File: config.mk
export PLATFORM = sky130hd
export DESIGN_NAME = k_way_sorted_merge
export DESIGN_NICKNAME = d
export VERILOG_FILES = /design/src/rtl/kwm_pkg.sv /design/src/rtl/k_way_sorted_merge.sv
export SDC_FILE = /design/constraint.sdc
export NUM_CORES = 1
export LEC_CHECK = 0
export BUFFER_PORTS_ARGS = -buffer_cell sky130_fd_sc_hd__buf_2
export CAP_MARGIN = 20
export CORE_ASPECT_RATIO = 1.1
export CORE_UTILIZATION = 25
export CTS_CLUSTER_SIZE = 10
export DETAILED_ROUTE_END_ITERATION = 7
export GPL_TIMING_DRIVEN = 0
export SLEW_MARGIN = 20
export SYNTH_ARGS = -nofsm -noshare
export SYNTH_HDL_FRONTEND = slang
export SYNTH_SLANG_ARGS = --single-unit
File: constraint.sdc
create_clock -name clock -period 11.8 [get_ports clock]
set_clock_uncertainty 0.1 [all_clocks]
set_input_delay 1.18 -clock clock [delete_from_list [all_inputs] [get_ports clock]]
set_output_delay 1.18 -clock clock [all_outputs]
set_load 0.01 [all_outputs]
File: src/rtl/kwm_pkg.sv
`default_nettype none

package kwm_pkg;

   localparam int WAYS       = 8;
   localparam int VALUE_BITS = 32;
   localparam int SRC_BITS   = 3;
   localparam int COUNT_BITS = 4;

   localparam logic [COUNT_BITS-1:0] COUNT_RESET = COUNT_BITS'(WAYS);

   typedef struct packed {
      logic [SRC_BITS-1:0]          source;
      logic signed [VALUE_BITS-1:0] value;
      logic                         source_last;
      logic                         source_empty;
   } req_word_type;

   typedef struct packed {
      logic signed [VALUE_BITS-1:0] merged_value;
      logic [SRC_BITS-1:0]          from_source;
      logic                         merge_done;
      logic                         rejected;
   } rsp_word_type;

   typedef enum logic [1:0] {
      STATE_IDLE,
      STATE_SCAN,
      STATE_EMIT
   } state_type;

endpackage

`default_nettype wire

File: src/rtl/k_way_sorted_merge.sv
`default_nettype none

// Merges up to eight ascending streams into one ascending stream. Each req word
// brings the next head of one source (or marks the source empty); once every
// active source holds a head or is exhausted the smallest head is sent on rsp,
// ties going to the lowest source, and the last word of the whole merge carries
// merge_done. A word that clashes with a held or exhausted source, or names a
// source beyond the active count, is answered by one rejected word in the cycle
// after it is taken, and the block stays idle for the next word. Otherwise the
// word is stored and a single signed comparator walks the held heads, one source
// per cycle, over the n active sources; the emit step then returns to idle if a
// source still lacks a head, clears the merge if every source is empty, or issues
// the smallest head, waiting on rsp_ready, and starts a new pass until the merge
// is done, so one word can release a run of results.
// req_ready stays low while a pass runs. A csr write sets the count and clears
// the merge state.
module k_way_sorted_merge (
   input  wire                         clock,
   input  wire                         reset,
   input  wire                         req_valid,
   output logic                        req_ready,
   input  wire kwm_pkg::req_word_type  req,
   output logic                        rsp_valid,
   input  wire                         rsp_ready,
   output kwm_pkg::rsp_word_type       rsp,
   input  wire                         csr_valid,
   output logic                        csr_ready,
   input  wire [kwm_pkg::COUNT_BITS-1:0] csr_data
);

   localparam int W  = kwm_pkg::WAYS;
   localparam int CB = kwm_pkg::COUNT_BITS;
   localparam int SB = kwm_pkg::SRC_BITS;
   localparam int VB = kwm_pkg::VALUE_BITS;

   kwm_pkg::state_type state_ff, state_in;
   logic [CB-1:0]        count_ff, count_in;
   logic [SB-1:0]        idx_ff, idx_in;
   logic [W-1:0]         held_ff, held_in;
   logic [W-1:0]         exh_ff, exh_in;
   logic [W-1:0]         lastp_ff, lastp_in;
   logic signed [VB-1:0] head_ff [W];
   logic                 best_any_ff, best_any_in;
   logic [SB-1:0]        best_idx_ff, best_idx_in;
   logic signed [VB-1:0] best_val_ff, best_val_in;
   logic                 rsp_valid_ff, rsp_valid_in;
   kwm_pkg::rsp_word_type rsp_word_ff, rsp_word_in;

   logic [W-1:0] active_mask;
   logic [W-1:0] exh_after;
   logic         req_fire, csr_fire, out_free, reject, all_ready, done, emit_fire;
   logic         head_write;
   logic [CB-1:0] csr_count;

   always_comb begin
      for (int i = 0; i < W; i++) begin
         active_mask[i] = CB'(i) < count_ff;
      end
   end

   // active count clamped to one .. ways
   always_comb begin
      priority if (csr_data == '0) begin
         csr_count = CB'(1);
      end else if (csr_data > kwm_pkg::COUNT_RESET) begin
         csr_count = kwm_pkg::COUNT_RESET;
      end else begin
         csr_count = csr_data;
      end
   end

   assign out_free  = !rsp_valid_ff || rsp_ready;
   assign req_ready = (state_ff == kwm_pkg::STATE_IDLE) && out_free;
   assign csr_ready = 1'b1;
   assign req_fire  = req_valid && req_ready;
   assign csr_fire  = csr_valid && csr_ready;
   assign reject    = ({1'b0, req.source} >= count_ff) || held_ff[req.source]
                      || exh_ff[req.source];
   assign all_ready = &((held_ff | exh_ff) | ~active_mask);
   assign exh_after = exh_ff | (lastp_ff & (W'(1) << best_idx_ff));
   assign done      = &(exh_after | ~active_mask);
   assign emit_fire = (state_ff == kwm_pkg::STATE_EMIT) && all_ready && best_any_ff
                      && out_free;
   assign head_write = req_fire && !reject && !req.source_empty;

   always_comb begin
      state_in     = state_ff;
      count_in     = count_ff;
      idx_in       = idx_ff;
      held_in      = held_ff;
      exh_in       = exh_ff;
      lastp_in     = lastp_ff;
      best_any_in  = best_any_ff;
      best_idx_in  = best_idx_ff;
      best_val_in  = best_val_ff;
      rsp_valid_in = rsp_valid_ff && !rsp_ready;
      rsp_word_in  = rsp_word_ff;

      unique case (state_ff)
         kwm_pkg::STATE_IDLE: begin
            if (req_fire) begin
               if (reject) begin
                  rsp_valid_in             = 1'b1;
                  rsp_word_in.merged_value = '0;
                  rsp_word_in.from_source  = req.source;
                  rsp_word_in.merge_done   = 1'b0;
                  rsp_word_in.rejected     = 1'b1;
               end else begin
                  if (req.source_empty) begin
                     exh_in[req.source] = 1'b1;
                  end else begin
                     held_in[req.source]  = 1'b1;
                     lastp_in[req.source] = req.source_last;
                  end
                  idx_in      = '0;
                  best_any_in = 1'b0;
                  state_in    = kwm_pkg::STATE_SCAN;
               end
            end
         end
         kwm_pkg::STATE_SCAN: begin
            // one head per cycle through the shared comparator
            if (held_ff[idx_ff] && (!best_any_ff || (head_ff[idx_ff] < best_val_ff))) begin
               best_any_in = 1'b1;
               best_idx_in = idx_ff;
               best_val_in = head_ff[idx_ff];
            end
            if ({1'b0, idx_ff} == count_ff - CB'(1)) begin
               state_in = kwm_pkg::STATE_EMIT;
            end else begin
               idx_in = idx_ff + SB'(1);
            end
         end
         kwm_pkg::STATE_EMIT: begin
            priority if (!all_ready) begin
               state_in = kwm_pkg::STATE_IDLE;
            end else if (!best_any_ff) begin
               // every active source empty: clear without a word
               held_in  = '0;
               exh_in   = '0;
               lastp_in = '0;
               state_in = kwm_pkg::STATE_IDLE;
            end else if (out_free) begin
               rsp_valid_in             = 1'b1;
               rsp_word_in.merged_value = best_val_ff;
               rsp_word_in.from_source  = best_idx_ff;
               rsp_word_in.merge_done   = done;
               rsp_word_in.rejected     = 1'b0;
               if (done) begin
                  held_in  = '0;
                  exh_in   = '0;
                  lastp_in = '0;
                  state_in = kwm_pkg::STATE_IDLE;
               end else begin
                  held_in[best_idx_ff]  = 1'b0;
                  lastp_in[best_idx_ff] = 1'b0;
                  exh_in                = exh_after;
                  idx_in                = '0;
                  best_any_in           = 1'b0;
                  state_in              = kwm_pkg::STATE_SCAN;
               end
            end
         end
         default: begin
            state_in = kwm_pkg::STATE_IDLE;
         end
      endcase

      if (csr_fire) begin
         count_in = csr_count;
         held_in  = '0;
         exh_in   = '0;
         lastp_in = '0;
         state_in = kwm_pkg::STATE_IDLE;
      end
   end

   always_ff @(posedge clock) begin
      if (reset) begin
         state_ff     <= kwm_pkg::STATE_IDLE;
         count_ff     <= kwm_pkg::COUNT_RESET;
         held_ff      <= '0;
         exh_ff       <= '0;
         lastp_ff     <= '0;
         rsp_valid_ff <= 1'b0;
         best_any_ff  <= 1'b0;
      end else begin
         state_ff     <= state_in;
         count_ff     <= count_in;
         held_ff      <= held_in;
         exh_ff       <= exh_in;
         lastp_ff     <= lastp_in;
         rsp_valid_ff <= rsp_valid_in;
         best_any_ff  <= best_any_in;
      end
   end

   always_ff @(posedge clock) begin
      idx_ff      <= idx_in;
      best_idx_ff <= best_idx_in;
      best_val_ff <= best_val_in;
      rsp_word_ff <= rsp_word_in;
      if (head_write) begin
         head_ff[req.source] <= req.value;
      end
   end

   assign rsp_valid = rsp_valid_ff;
   assign rsp       = rsp_word_ff;

   a_reject_answered: assert property (@(posedge clock) disable iff (reset)
      req_fire && reject && !csr_fire |=> rsp_valid && rsp.rejected)
      else $error("rejected word not answered");

   a_busy_not_ready: assert property (@(posedge clock) disable iff (reset)
      state_ff != kwm_pkg::STATE_IDLE |-> !req_ready)
      else $error("req taken during a pass");

   a_emit_from_held: assert property (@(posedge clock) disable iff (reset)
      emit_fire |-> held_ff[best_idx_ff] && active_mask[best_idx_ff])
      else $error("emitted source holds no head");

   a_done_clears: assert property (@(posedge clock) disable iff (reset)
      emit_fire && done && !csr_fire |=> held_ff == '0 && exh_ff == '0)
      else $error("merge state not cleared after final word");

endmodule

`default_nettype wire

After elaboration in Yosys (flattened, before gate mapping)

Memories as Yosys holds them, arrays and structs flattened. A register that Yosys moved wholly into a read port is not among the register bits.
Index checks and enable logic that the tools add are counted.

Div/mod/pow operators: 0
Order comparisons: 16
Add/sub/neg operators: 2
Reductions and logical operators: 31
Mux-type cells: 76
Shift operators: 1
Equal/unequal tests: 17
Bitwise operators: 11
$mul: 0

Operators with widths:

| operator                                                                      | number |
|---|---|
| 37-bit two-way mux                                                            | 5 |
| 8-bit two-way mux                                                             | 21 |
| 37-bit case mux with 2 select lines                                           | 1 |
| 8-bit OR                                                                      | 6 |
| 8-bit case mux with 2 select lines                                            | 3 |
| 32-bit less-than comparator                                                   | 1 |
| 8-bit bitwise AND                                                             | 3 |
| 3-bit two-way mux                                                             | 8 |
| 2-bit != test (second input constant)                                         | 12 |
| 8-bit AND reduction                                                           | 3 |
| 1-bit two-way mux                                                             | 20 |
| 6-bit AND reduction                                                           | 3 |
| 3-bit by 4-bit less-than comparator with 1-bit output (first input constant)  | 4 |
| 8-bit inverter                                                                | 2 |
| 3-bit by 4-bit less-than comparator with 1-bit output (second input constant) | 3 |
| 2-bit two-way mux                                                             | 6 |
| 1-bit binary-select mux with 3-bit select                                     | 3 |
| 3-bit case mux with 3 select lines                                            | 1 |
| 8-bit bitwise mux                                                             | 1 |
| 1-bit logical AND                                                             | 8 |
| 1-bit by 4-bit less-than comparator with 1-bit output (first input constant)  | 2 |
| 2-bit by 4-bit less-than comparator with 1-bit output (first input constant)  | 2 |
| 4-bit two-way mux                                                             | 2 |
| 1-bit by 3-bit left shift with 8-bit output (first input constant)            | 1 |
| 24 further kinds                                                              | 33 |

Memories: 1
Output and inout port bits: 40
Bits in writable memories: 256
Bits in latches: 0
Logic and storage cells: 169
ROM bits: 0
Register bits after elaboration: 107

Memories:

| memory  | depth | bits a word | read ports | clocked after Yosys merged registers in | wr ports | RTL line                 | source |
|---|---|---|---|---|---|---|---|
| head_ff | 8     | 32          | 1          | 1                                       | 1        | k_way_sorted_merge.sv:42 | `logic signed [VB-1:0] head_ff [W];` |

Logic depth before layout (Yosys ltp)

Gate-level depths: netlist (run 1).

Depth after elaboration: 11
Mapped depth: 12
Mapped depth without buffers: 10

Worst setup path before layout (run 1)

Ideal clock, no wire load.

Path type: input to register
Start: input req[34] (netlist bit)
End: register rsp_word_ff (netlist bit rsp[0]) (enable)
Stages on the path: 9
Buffers on the path: 1
Arrival time: 4.947 ns
Path slack: 6.265 ns
Cell sequence: buf_2 inv_1 ha_1 nand2b_1 a211o_1 a22oi_1 nand2_1 nand2_1 a21boi_0

Longest elaborated chain between the ends: 6

Ends and longest elaborated chain:

| element                                   | RTL line                  | source |
|---|---|---|
| start, declared                           | k_way_sorted_merge.sv:22  | `input wire kwm_pkg::req_word_type req,` |
| 1-bit binary-select mux with 3-bit select | k_way_sorted_merge.sv:77  | `assign reject = ({1'b0, req.source} >= count_ff) \|\| held_ff[req.source]` |
| 1-bit two-way mux (implied by the code)   | k_way_sorted_merge.sv:77  |  |
| 1-bit logical OR                          | k_way_sorted_merge.sv:77  |  |
| 1-bit logical OR *                        | k_way_sorted_merge.sv:78  | `\|\| exh_ff[req.source];` |
| 2-bit != test (no source line) *          | n/a                       |  |
| 6-bit AND reduction (no source line) *    | n/a                       |  |
| end signal, assigned                      | k_way_sorted_merge.sv:202 | `rsp_word_ff <= rsp_word_in;` |
| end, declared                             | k_way_sorted_merge.sv:47  | `kwm_pkg::rsp_word_type rsp_word_ff, rsp_word_in;` |

Every way passes the cells marked *; elsewhere a longest branch is shown, timed or not. The select of a mux whose other input is x is not followed.
A chain may end at the register's enable or synchronous reset.

==> results.sh, run 1 <==
export IMPL_outcome="complete, no violations"
export IMPL_hold_viol_final=0
export IMPL_antenna_left=0
export IMPL_hp_class="flip-flop to flip-flop"
export IMPL_grt_first_pass_wirelength_um=58340
export IMPL_fp_row_count=96
export IMPL_slew_headroom=0.3196
export IMPL_ctsHoldBuffers=0
export IMPL_crit_fanout=24
export IMPL_fmax_mhz=194.6
export IMPL_antenna_found_initial=5
export IMPL_ios=86
export IMPL_power_density_nw_per_um2=159.6
export IMPL_drtIter0Drc=836
export IMPL_grt_start_max_net_pins=25
export IMPL_final_util=0.3043
export IMPL_ys_seq_area_frac=0.6770
export IMPL_fill_cells=6229
export IMPL_critPathKind="flip-flop to flip-flop"
export IMPL_grt_overflow=0
export IMPL_synth_top_area_frac=0.6324
export IMPL_arrival_ns=5.29
export IMPL_hpwl_um=27600
export IMPL_setup_violations=0
export IMPL_crit_top_cell="o21ai_0"
export IMPL_totalWireLength_um=39370
export IMPL_synth_area_um2=15720
export IMPL_htree_num_levels=2
export IMPL_cts_buffers=44
export IMPL_path_clk_slew_ns=0.06
export IMPL_clock_sinks=366
export IMPL_via_count=8989
export IMPL_synth_seq_cells=366
export IMPL_port_buffers=82
export IMPL_stdcell_area_um2=18930
export IMPL_synth_area_per_cell_um2=16.34
export IMPL_synth_ff_type="edfxtp_1"
export IMPL_cp_cell_sequence="buf_2, buf_1, mux4_2, mux2_2, ha_1, a211oi_1, o21ai_0, a221oi_1, o21ai_0, nor2_1, mux2i_1, nor2_4, buf_12"
export IMPL_viasPerCell=4.584
export IMPL_yosys_top_cells_area="edfxtp_1, mux4_2, dfxtp_1, ha_1, mux2_2"
export IMPL_die_area_um2=63880
export IMPL_power_leakage_uw=0.006186
export IMPL_yosysTopAreaCell="edfxtp_1"
export IMPL_root_buffer="clkbuf_16"
export IMPL_layout_min_cycle_time_ns=5.139
export IMPL_total_power_uw=3022
export IMPL_die_y_um=265.0
export IMPL_clk_latency_ns=0.57
export IMPL_syn_inst=962
export IMPL_fp_coreArea_um2=62220
export IMPL_yosysWarnings=0
export IMPL_fin_nets=1197
export IMPL_finalCritPeriodShare=0.4355
export IMPL_synthArstFlopShare=0
export IMPL_drc=0
export IMPL_area_growth_pct=20.45
export IMPL_required_ns=11.95
export IMPL_tightest_slew_ns=1.021
export IMPL_drive_gt1_frac=0.2786
export IMPL_slew_viol_final=0
export IMPL_grt_pass1_vias=9153
export IMPL_post_cts_buffers=0
export IMPL_worstHoldStart="lastp_ff[1]"
export IMPL_firstDrtPassIters=5
export IMPL_placed_area_um2=17650
export IMPL_yosysUniqueCellTypes=77
export IMPL_start_util=0.2526
export IMPL_die_w_um=241.1
export IMPL_gp_congestion=0.8915
export IMPL_synth_edf_count=331
export IMPL_crit_path_start_kind="flip-flop"
export IMPL_crit_path_end_kind="flip-flop"
export IMPL_fin_setup_tns_ns=0
export IMPL_drv_cap=0
export IMPL_syn_num_nets=1051
export IMPL_post_cts_resized=0
export IMPL_crit_slowest_cell="buf_1"
export IMPL_max_stage_delay_ns=0.74
export IMPL_cts_tree="yes"
export IMPL_wl_per_cell_um=20.07
export IMPL_rsz0062_at_grt="false"
export IMPL_cts_max_path_buffers=3
export IMPL_grt_usage=0.1237
export IMPL_peakVddDrop_mv=0.1097
synth_stat cells, drive strengths merged (4+ instances only):
library cell	number
edfxtp	331
nor2	76
mux4	67
inv	53
ha	43
o21ai	42
nand2	39
mux2	37
dfxtp	35
buf	24
a21oi	23
clkbuf	20
a211oi	14
nor2b	13
nand2b	12
nor3	12
nand3	10
a221oi	8
nand4	8
o311ai	8
a31oi	7
mux2i	6
nor3b	6
and2	4
nand3b	4
nand4b	4
or2	4
xnor2	4
worst max-delay path: cells and delay by family, from the launching register on:
kind | cells | cell delay [ns]
flip-flops | 1 | 0.31
buffers and inverters | 3 | 1.29
AO/OA/AOI/OAI | 4 | 1.02
adder cells (fa/ha/maj) | 1 | 0.30
AND/OR/NAND/NOR | 2 | 0.67
multiplexers | 3 | 1.13
layout make-up:
cell class              count  area (um^2)  share of cell area
clock inverters             8        77.57            0.004098
plain buffers              44        212.7             0.01124
well taps                 833         1042             0.05505
clock buffers              57         1160             0.06126
inverters                  53        198.9             0.01051
repair buffers            100        853.3             0.04507
diodes                      1        2.502           0.0001322
multi-input cells         499         4745              0.2506
flip-flops and latches    366        10640              0.5620
state kept, by name, summed over array words and instances, names as in the netlist, named ones only:
register / count
head_ff: 256
lastp_ff: 8
best_idx_ff: 3
count_ff: 4
best_val_ff: 32
rsp_valid: 1
rsp: 37
held_ff: 8
idx_ff: 3
exh_ff: 8
best_any_ff: 1
state_ff: 2
final timing paths:
path,cells after the start,slack (ns),end
worst max-delay path,13,6.66,best_val_ff[0]
worst min-delay path,2,0.39,lastp_ff[1]
worst max register to register,13,6.66,best_val_ff[0]
worst min register to register,2,0.39,lastp_ff[1]
cells in the final DEF (no fill, tap or decap), drive strengths merged, types with 35 or more instances in the layout:
| cell type | count |
|---|---|
| buf | 124 |
| edfxtp | 331 |
| clkbuf | 77 |
| dfxtp | 35 |
| nor2 | 76 |
| o21ai | 42 |
| ha | 43 |
| mux2 | 37 |
| nand2 | 39 |
| inv | 54 |
| mux4 | 67 |
power by group:
part | leakage, uW | total [uW] | switching (uW) | internal [uW]
sequential | 0.00328 | 1460 | 10.8 | 1440
combinational | 0.00231 | 373 | 203 | 170
clock | 0.000595 | 1190 | 507 | 686
cell families after synthesis:
logic type / share of synthesized area
AND/OR/NAND/NOR: 0.06727
other: 0.0002386
XOR/XNOR: 0.002229
flip-flops: 0.6770
multiplexers: 0.1263
adder cells (fa/ha/maj): 0.03487
buffers and inverters: 0.02619
AO/OA/AOI/OAI: 0.06592
per-layer routing:
metal | GRT usage | vias up | wire [um]
li1 | - | 4059 | -
met1 | 0.1673 | 4589 | 17240
met2 | 0.2042 | 277 | 19180
met3 | 0.01999 | 58 | 2187
met4 | 0.03301 | 6 | 730
met5 | 0 | - | 34
metrics by stage:
step / instances / hold WS (ns) / setup WS (ns)
2_1_floorplan: 962 / 0.3483 / 6.265
3_3_place_gp: 1877 / 0.3661 / 3.481
3_5_place_dp: 1892 / 0.3713 / 6.526
4_1_cts: 1957 / 0.3873 / 6.487
5_1_grt: 1960 / 0.4223 / 6.213
6_report: 1961 / 0.3867 / 6.661
Note: power is estimated with default switching activity, not from simulation.
==> inputs of run 2 (changes only) <==
- clock period: 11.8 -> 4.55 ns (I/O delays scaled with it)
==> results.sh, run 2 (synthesized netlist as in run 1, its figures left out) <==
export IMPL_outcome="complete, no violations"
export IMPL_peakVddDrop_mv=0.2649
export IMPL_path_clk_slew_ns=0.06
export IMPL_crit_path_end_kind="flip-flop"
export IMPL_placed_area_um2=17580
export IMPL_dp_cells=1891
export IMPL_final_cells=1954
export IMPL_largest_register_ffs=256
export IMPL_port_buffers=82
export IMPL_viasPerCell=4.574
export IMPL_tightest_slew_ns=0.7843
export IMPL_total_power_uw=7860
export IMPL_cts_buffers=44
export IMPL_drc=0
export IMPL_drive_gt1_frac=0.2920
export IMPL_fill_cells=6251
export IMPL_power_density_nw_per_um2=416.2
export IMPL_crit_path_start_kind="flip-flop"
export IMPL_grt_overflow=0
export IMPL_final_cell_mix="edfxtp_1, buf_2, nor2_1"
export IMPL_root_buffer="clkbuf_16"
export IMPL_area_growth_pct=20.15
export IMPL_grt_pass1_vias=9030
export IMPL_wl_per_cell_um=19.85
export IMPL_ios=86
export IMPL_setup_violations=0
export IMPL_arrival_ns=4.43
export IMPL_grt_start_max_net_pins=24
export IMPL_power_leakage_uw=0.006196
export IMPL_rsz0062_at_grt="false"
export IMPL_clk_latency_ns=0.56
export IMPL_slew_headroom=0.4772
export IMPL_start_util=0.2526
export IMPL_grt_first_pass_wirelength_um=58090
export IMPL_cts_tree="yes"
export IMPL_regMostFlops="head_ff"
export IMPL_hp_class="input port to flip-flop"
export IMPL_gp_congestion=0.8778
export IMPL_die_y_um=265.0
export IMPL_antenna_left=0
export IMPL_p_int_uw=6001
export IMPL_comb_power_share=0.122
export IMPL_fp_coreArea_um2=62220
export IMPL_layout_min_cycle_time_ns=4.267
export IMPL_p_sw_frac=0.2365
export IMPL_final_common_cell="edfxtp_1"
export IMPL_slew_viol_final=0
export IMPL_clock_sinks=366
export IMPL_hold_viol_final=0
export IMPL_htree_num_levels=2
export IMPL_ctsHoldBuffers=0
export IMPL_finalCritPeriodShare=0.9378
export IMPL_firstDrtPassIters=5
export IMPL_power_switching_uw=1858
export IMPL_hpwl_um=27200
export IMPL_via_count=8938
export IMPL_die_area_um2=63880
export IMPL_fmax_mhz=234.4
export IMPL_crit_fanout=23
export IMPL_pwr_share_seq=0.481
export IMPL_fin_nets=1194
export IMPL_drtIter0Drc=695
export IMPL_antenna_found_initial=6
export IMPL_critPathKind="flip-flop to flip-flop"
export IMPL_required_ns=4.71
export IMPL_die_w_um=241.1
export IMPL_cts_max_path_buffers=3
export IMPL_fp_row_count=96
export IMPL_totalWireLength_um=38790
export IMPL_clockPowerShare=0.397
export IMPL_stdcell_area_um2=18880
export IMPL_drv_cap=0
export IMPL_grt_usage=0.1228
## run 2: final cells by class
class,count,area [um^2],area share
Sequential cell,366,10640,0.5634
Multi-Input combinational cell,499,4748,0.2514
Clock buffer,54,1139,0.06029
Tap cell,833,1042,0.05519
Timing Repair Buffer,98,758.2,0.04015
Buffer,43,254.0,0.01345
Inverter,53,198.9,0.01053
Clock inverter,7,101.3,0.005367
Antenna cell,1,2.502,0.0001325
## run 2: timing repair
action,4_1_cts,5_1_grt
pin swaps,1,0
endpoints found under the setup margin,36,35
buffers inserted,2,0
resized for setup,32,14
## run 2: critical path, cell delays in order (launching register included)
cell,delay (ns)
dfxtp_1,0.62
clkbuf_2,0.44
mux4_2,0.37
mux2_2,0.30
ha_1,0.31
a2111oi_0,0.35
o221ai_1,0.19
a41oi_1,0.27
o21ai_0,0.12
nor2_1,0.24
mux2i_2,0.15
nor2_4,0.24
buf_12,0.23
## run 2: path summary, 6_finish.rpt
| path | end | startpoint | slack [ns] | cells after the start |
|---|---|---|---|---|
| worst max register to register | best_val_ff[11] | flip-flop | 0.28 | 12 |
| worst min-delay path | head_ff[0][15] | req[17] | 0.06 | 1 |
| worst min register to register | lastp_ff[2] | lastp_ff[2] | 0.38 | 2 |
| worst max-delay path | best_val_ff[11] | flip-flop | 0.28 | 12 |
## run 2: metal layers
metal  track usage  vias to the layer above  part of all wire
met4       0.03165                        8             0.017
met5             0                        -            0.0015
met1        0.1654                     4585              0.45
met3       0.02478                       55             0.049
met2        0.2003                      229              0.48
li1              -                     4061                 -
## run 2: per-stage QoR
step,utilization,TNS (ns),setup slack [ns],hold WS (ns)
finish,0.3035,0,0.2829,0.05849
detailed placement,0.2826,-23.52,-0.7408,0.3679
CTS,0.3030,0,0.02795,0.02983
floorplan,-,0,0.3156,0.3483
global placement,0.2761,-417.92,-1.434,0.3579
global route,0.3035,0,0.002433,0.04421
## run 2: power by group through the flow
stage / Combinational, uW / Clock [uW] / Sequential (uW)
floorplan: 638 / 0 / 3840
global placement: 929 / 0 / 3850
detailed placement: 964 / 0 / 3840
CTS: 965 / 3190 / 3780
global route: 1050 / 3330 / 3780
finish: 957 / 3120 / 3780
